$ cat src/sv/nns_pkg.sv
package nns_pkg;

    // fixed field widths
    localparam int COORD_W     = 16;
    localparam int DIM_W       = 4;
    localparam int NEAR_IDX_W  = 8;
    localparam int DIST_OUT_W  = 35;
    localparam int SUM_W       = 36;
    localparam int SQ_W        = 2 * COORD_W;

    // stream widths
    localparam int S_TDATA_W   = 16;
    localparam int S_TUSER_W   = 1;
    localparam int M_TDATA_W   = 64;
    localparam int M_TUSER_W   = 2;

    // defaults for the top level parameters
    localparam int MAX_ENTRIES_DEF = 256;
    localparam int MAX_DIM_DEF     = 8;

    localparam logic [DIM_W-1:0] DIM_RESET = 4'd2;

    // input kind carried in s_tuser
    localparam logic OP_REF   = 1'b0;
    localparam logic OP_QUERY = 1'b1;

    // status carried in m_tuser[0]
    localparam logic STATUS_OK    = 1'b0;
    localparam logic STATUS_EMPTY = 1'b1;

    typedef enum logic [2:0] {
        ST_IDLE,
        ST_CALC,
        ST_DRAIN,
        ST_OUT_RD,
        ST_OUT_LD,
        ST_EMPTY
    } nns_state_t;

    // per-coordinate control that rides along the distance pipeline
    typedef struct packed {
        logic valid;
        logic first_entry;
        logic first_coord;
        logic last_coord;
    } nns_ctl_t;

endpackage

$ cat src/sv/nns_dist_unit.sv
module nns_dist_unit
    import nns_pkg::*;
#(
    parameter int IDX_W = 8
) (
    input  logic               aclk,
    input  logic               aresetn,
    input  nns_ctl_t           ctl_i,
    input  logic [IDX_W-1:0]   idx_i,
    input  logic [COORD_W-1:0] q_i,
    input  logic [COORD_W-1:0] ref_i,     // memory data, arrives the cycle after ctl_i
    output logic               busy_o,
    output logic [SUM_W-1:0]   best_dist_o,
    output logic [IDX_W-1:0]   best_idx_o
);

    nns_ctl_t           ctl1_reg, ctl2_reg;
    logic [IDX_W-1:0]   idx1_reg, idx2_reg;
    logic [COORD_W-1:0] q1_reg;
    logic [COORD_W-1:0] diff;
    logic [SQ_W-1:0]    sq_next, sq_reg;
    logic [SUM_W-1:0]   acc_reg, acc_base, acc_next;
    logic [SUM_W:0]     sum_ext;
    logic [SUM_W-1:0]   best_dist_reg;
    logic [IDX_W-1:0]   best_idx_reg;
    logic               take_best;

    always_ff @(posedge aclk) begin
        if (!aresetn) begin
            ctl1_reg <= '0;
            ctl2_reg <= '0;
        end else begin
            ctl1_reg <= ctl_i;
            ctl2_reg <= ctl1_reg;
        end
    end

    always_ff @(posedge aclk) begin
        idx1_reg <= idx_i;
        idx2_reg <= idx1_reg;
        q1_reg   <= q_i;
        sq_reg   <= sq_next;
    end

    // stage 1: absolute difference and square
    always_comb begin
        diff    = (ref_i > q1_reg) ? (ref_i - q1_reg) : (q1_reg - ref_i);
        sq_next = {{COORD_W{1'b0}}, diff} * {{COORD_W{1'b0}}, diff};
    end

    // stage 2: saturating accumulate and keep the smallest sum
    always_comb begin
        acc_base  = ctl2_reg.first_coord ? '0 : acc_reg;
        sum_ext   = {1'b0, acc_base} + (SUM_W+1)'(sq_reg);
        acc_next  = sum_ext[SUM_W] ? {SUM_W{1'b1}} : sum_ext[SUM_W-1:0];
        take_best = ctl2_reg.valid && ctl2_reg.last_coord
                    && (ctl2_reg.first_entry || (acc_next < best_dist_reg));
    end

    always_ff @(posedge aclk) begin
        if (ctl2_reg.valid) begin
            acc_reg <= acc_next;
        end
        if (take_best) begin
            best_dist_reg <= acc_next;
            best_idx_reg  <= idx2_reg;
        end
    end

    assign busy_o      = ctl1_reg.valid | ctl2_reg.valid;
    assign best_dist_o = best_dist_reg;
    assign best_idx_o  = best_idx_reg;

endmodule

$ cat config.mk
export PLATFORM = sky130hd
export DESIGN_NAME = nns_dist_unit
export DESIGN_NICKNAME = d
export VERILOG_FILES = /design/src/sv/nns_pkg.sv /design/src/sv/nns_dist_unit.sv
export SDC_FILE = /design/constraint.sdc
export NUM_CORES = 1
export LEC_CHECK = 0
export BUFFER_PORTS_ARGS = -buffer_cell sky130_fd_sc_hd__buf_4
export CAP_MARGIN = 25
export CORE_ASPECT_RATIO = 0.5
export CORE_MARGIN = 1
export CORE_UTILIZATION = 40
export DETAILED_ROUTE_END_ITERATION = 16
export SYNTH_ARGS = -nofsm -noshare
export SYNTH_HDL_FRONTEND = slang
export SYNTH_SLANG_ARGS = --single-unit
$ cat constraint.sdc
create_clock -name aclk -period 23.3 [get_ports aclk]
set_input_delay 2.33 -clock aclk [delete_from_list [all_inputs] [get_ports aclk]]
set_output_delay 2.33 -clock aclk [all_outputs]
set_load 0.01 [all_outputs]
==> summary.md <==
| Metric | Value |
|---|---|
| Status | `finished clean` |
| Multi-input logic area | `10500 um2` |
| Commonest cells post-synth | `inv_1 (312), ha_1 (196), fa_1 (166), nand2_1 (138), nor2_1 (121)` |
| Crit Path Max Fanout | `18` |
| Synth top area share | `21.1%` |
| Slowest-stage cell, CP | `nor3_2` |
| Max Root-Sink Buffers | `2` |
| Layout cells sized above 1 | `9.85%` |
| Post-synth ARST share | `0%` |
| Final Hold Viols | `0` |
| # setup viols final | `0` |
| Setup_tns | `0 ns` |
| Area leader, netlist | `fa_1` |
| Core footprint | `38100 um2` |
| Critical Path Source Type | `input port` |
| Wire length per cell | `15.7 um` |
| Warnings, synthesis | `0` |
| Final core utilization | `46.2%` |
| Reg clk slew, reported paths | `0.07 ns` |
| Finished Layout Cells | `2286` |
| Worst Path Arrival | `11.20 ns` |
| Rows | `50` |
| TritonCTS sink count | `151` |
| Fmax | `0.0920 GHz` |
| HP Class | `reg2reg` |
| I/O pins | `91` |
| TritonCTS clock tree | `yes` |
| Post-Syn Area | `15800 um2` |
| Area Overhead vs Synth | `11.7%` |
| Crit-path max cell delay | `0.89 ns` |
| Initial antenna violation count | `1` |
| Antenna cells | `0` |
| Overflow after GRT | `0` |
| TritonCTS Buffers | `17` |
| Clk root buf | `clkbuf_16` |
| Synth area leaders | `fa_1 (21%), ha_1 (16%), edfxtp_1 (15%)` |
| Final Cycle Share | `46.7%` |
| Tmin final | `10.87 ns` |
| Max Slew Vio Count | `0` |
| IO Port Bufs | `90` |
| First-pass GRT wire length | `59.9 mm` |
| Worst clock skew | `0.0287 ns` |
| Clk_lat worst skew | `0.46 ns` |
| Max-capacitance violation count | `0` |
| Final net count | `2161` |
| ANT nets after route | `0` |
| Number of fill cells | `3670` |
| Drt drc | `0` |
| Relative slew slack | `24.3%` |
| Vias per cell | `4.96` |
| Die Ht | `142 um` |
| CP Capture Type | `register` |
| Cts repair resizes | `0` |
| Final HPWL DP | `29.0 mm` |
| Initial Util | `41.4%` |
| Largest net degree at the start of global routing | `39` |
| First DRT Iteration DRCs | `777` |
| H-tree depth | `4` |
| Distinct cells, synth | `81` |
| Placed Cells | `2252` |
| WHS | `0.328 ns` |
| Most used DFF post-synth | `edfxtp_1` |
| Register area | `3820 um2` |
| CP Data Required Time | `23.63 ns` |
| Number of global-route vias before repair | `11600` |
| Synthesized instance count | `1675` |
| Count leader, synth | `inv_1` |
| EDFF count, synth | `80` |
| Hold Buf Count CTS | `0` |
| GRT Overall Usage | `19.0%` |
| Worst R2R Path Depth | `28` |
| Via count | `11300` |
| Final WL | `36.0 mm` |
| Area of the die | `40200 um2` |
| Post-synthesis net count | `2083` |
| Cell depth of the worst hold path | `0` |
| Unrepaired setup endpoints after global routing | `false` |
| WS Path Type | `in2reg` |
| Die Span X | `283 um` |
| Yosys reg bits | `151` |
| Seq/Total Area, Yosys | `24.3%` |
| GPL Wtd Cong | `0.865` |
| Setup bufs post-CTS | `0` |
| Syn avg cell area | `9.41 um2` |
| Slew @ Worst Pin | `1.13 ns` |
| Router iterations before antenna repair | `5` |
-- worst paths after layout --
path / start / to / slack, ns
hold / removal: idx1_reg[0] / idx2_reg[0] / 0.33
setup / recovery: ref_i[0] / sq_reg[24] / 12.43
setup reg to reg: q1_reg[0] / sq_reg[24] / 14.11
hold reg to reg: idx1_reg[0] / idx2_reg[0] / 0.33
-- cell usage in the layout (no fill, tap or decap), drive strengths merged, types with 5 or more instances in the layout --
| master | synthesis | layout |
|---|---|---|
| a211oi | 10 | 10 |
| xnor2 | 47 | 47 |
| and3 | 10 | 10 |
| o31ai | 7 | 7 |
| nand4 | 15 | 15 |
| o21ai | 45 | 45 |
| a21o | 68 | 68 |
| a31oi | 15 | 15 |
| nand3 | 16 | 16 |
| edfxtp | 80 | 80 |
| o21a | 10 | 10 |
| ha | 196 | 196 |
| nor3 | 25 | 25 |
| o21bai | 15 | 15 |
| nand2b | 22 | 22 |
| inv | 320 | 326 |
| clkinv | 1 | 8 |
| nand2 | 139 | 139 |
| xor2 | 26 | 26 |
| mux2i | 8 | 8 |
| nor2 | 121 | 121 |
| nor2b | 41 | 41 |
| and2 | 13 | 13 |
| or2 | 6 | 6 |
| a21oi | 82 | 82 |
| dfxtp | 71 | 71 |
| nor4 | 5 | 5 |
| fa | 166 | 166 |
| buf | 23 | 104 |
| clkbuf | 22 | 17 |
-- kinds of logic (layout without fill, tap and decap cells) --
group	count (synthesis)	in the layout	share of synthesized area, %
AOI/OAI and AO/OA	285	285	12.1
xor gates and xnor gates	74	74	4.49
adders and majority gates	362	362	36.6
buffers and inverters	366	457	9.03
DFF	151	151	24.3
muxes	9	9	0.707
and+or+nand+nor	428	428	12.8
-- through the flow --
stage | setup slack, ns | cell area, um2
detailed placement | 11.83 | 17000
finish | 12.43 | 17600
floorplan | 13.32 | 15800
global route | 11.92 | 17600
global placement | 11.98 | 17000
CTS | 12.29 | 17600
-- worst max-delay path: cells and delay by family --
family	cells	cell delay, ns
buffers and inverters	7	0.40
muxes	1	0.34
adders and majority gates	8	4.19
and+or+nand+nor	7	2.51
AOI/OAI and AO/OA	6	1.24
xor gates and xnor gates	1	0.15
-- layer usage --
layer | vias to the layer above | routed length (um) | track usage, %
met2 | 284 | 15100 | 29.1
met3 | 51 | 2090 | 3.48
li1 | 5636 | - | -
met1 | 5364 | 18200 | 27.5
met4 | 0 | 586 | 5.09
met5 | - | 0 | 0
-- final cells by class --
type | count | area share (%)
clock buffers | 17 | 2.42
flip-flops and latches | 151 | 21.7
multi-input cells | 1158 | 59.7
inverters | 321 | 6.87
well taps | 520 | 3.70
repair buffers | 104 | 4.51
clock inverters | 15 | 1.04
Power is left out: the tool's default activity adds up to more than one toggle a clock period on the data nets, which glitch-free logic cannot reach.
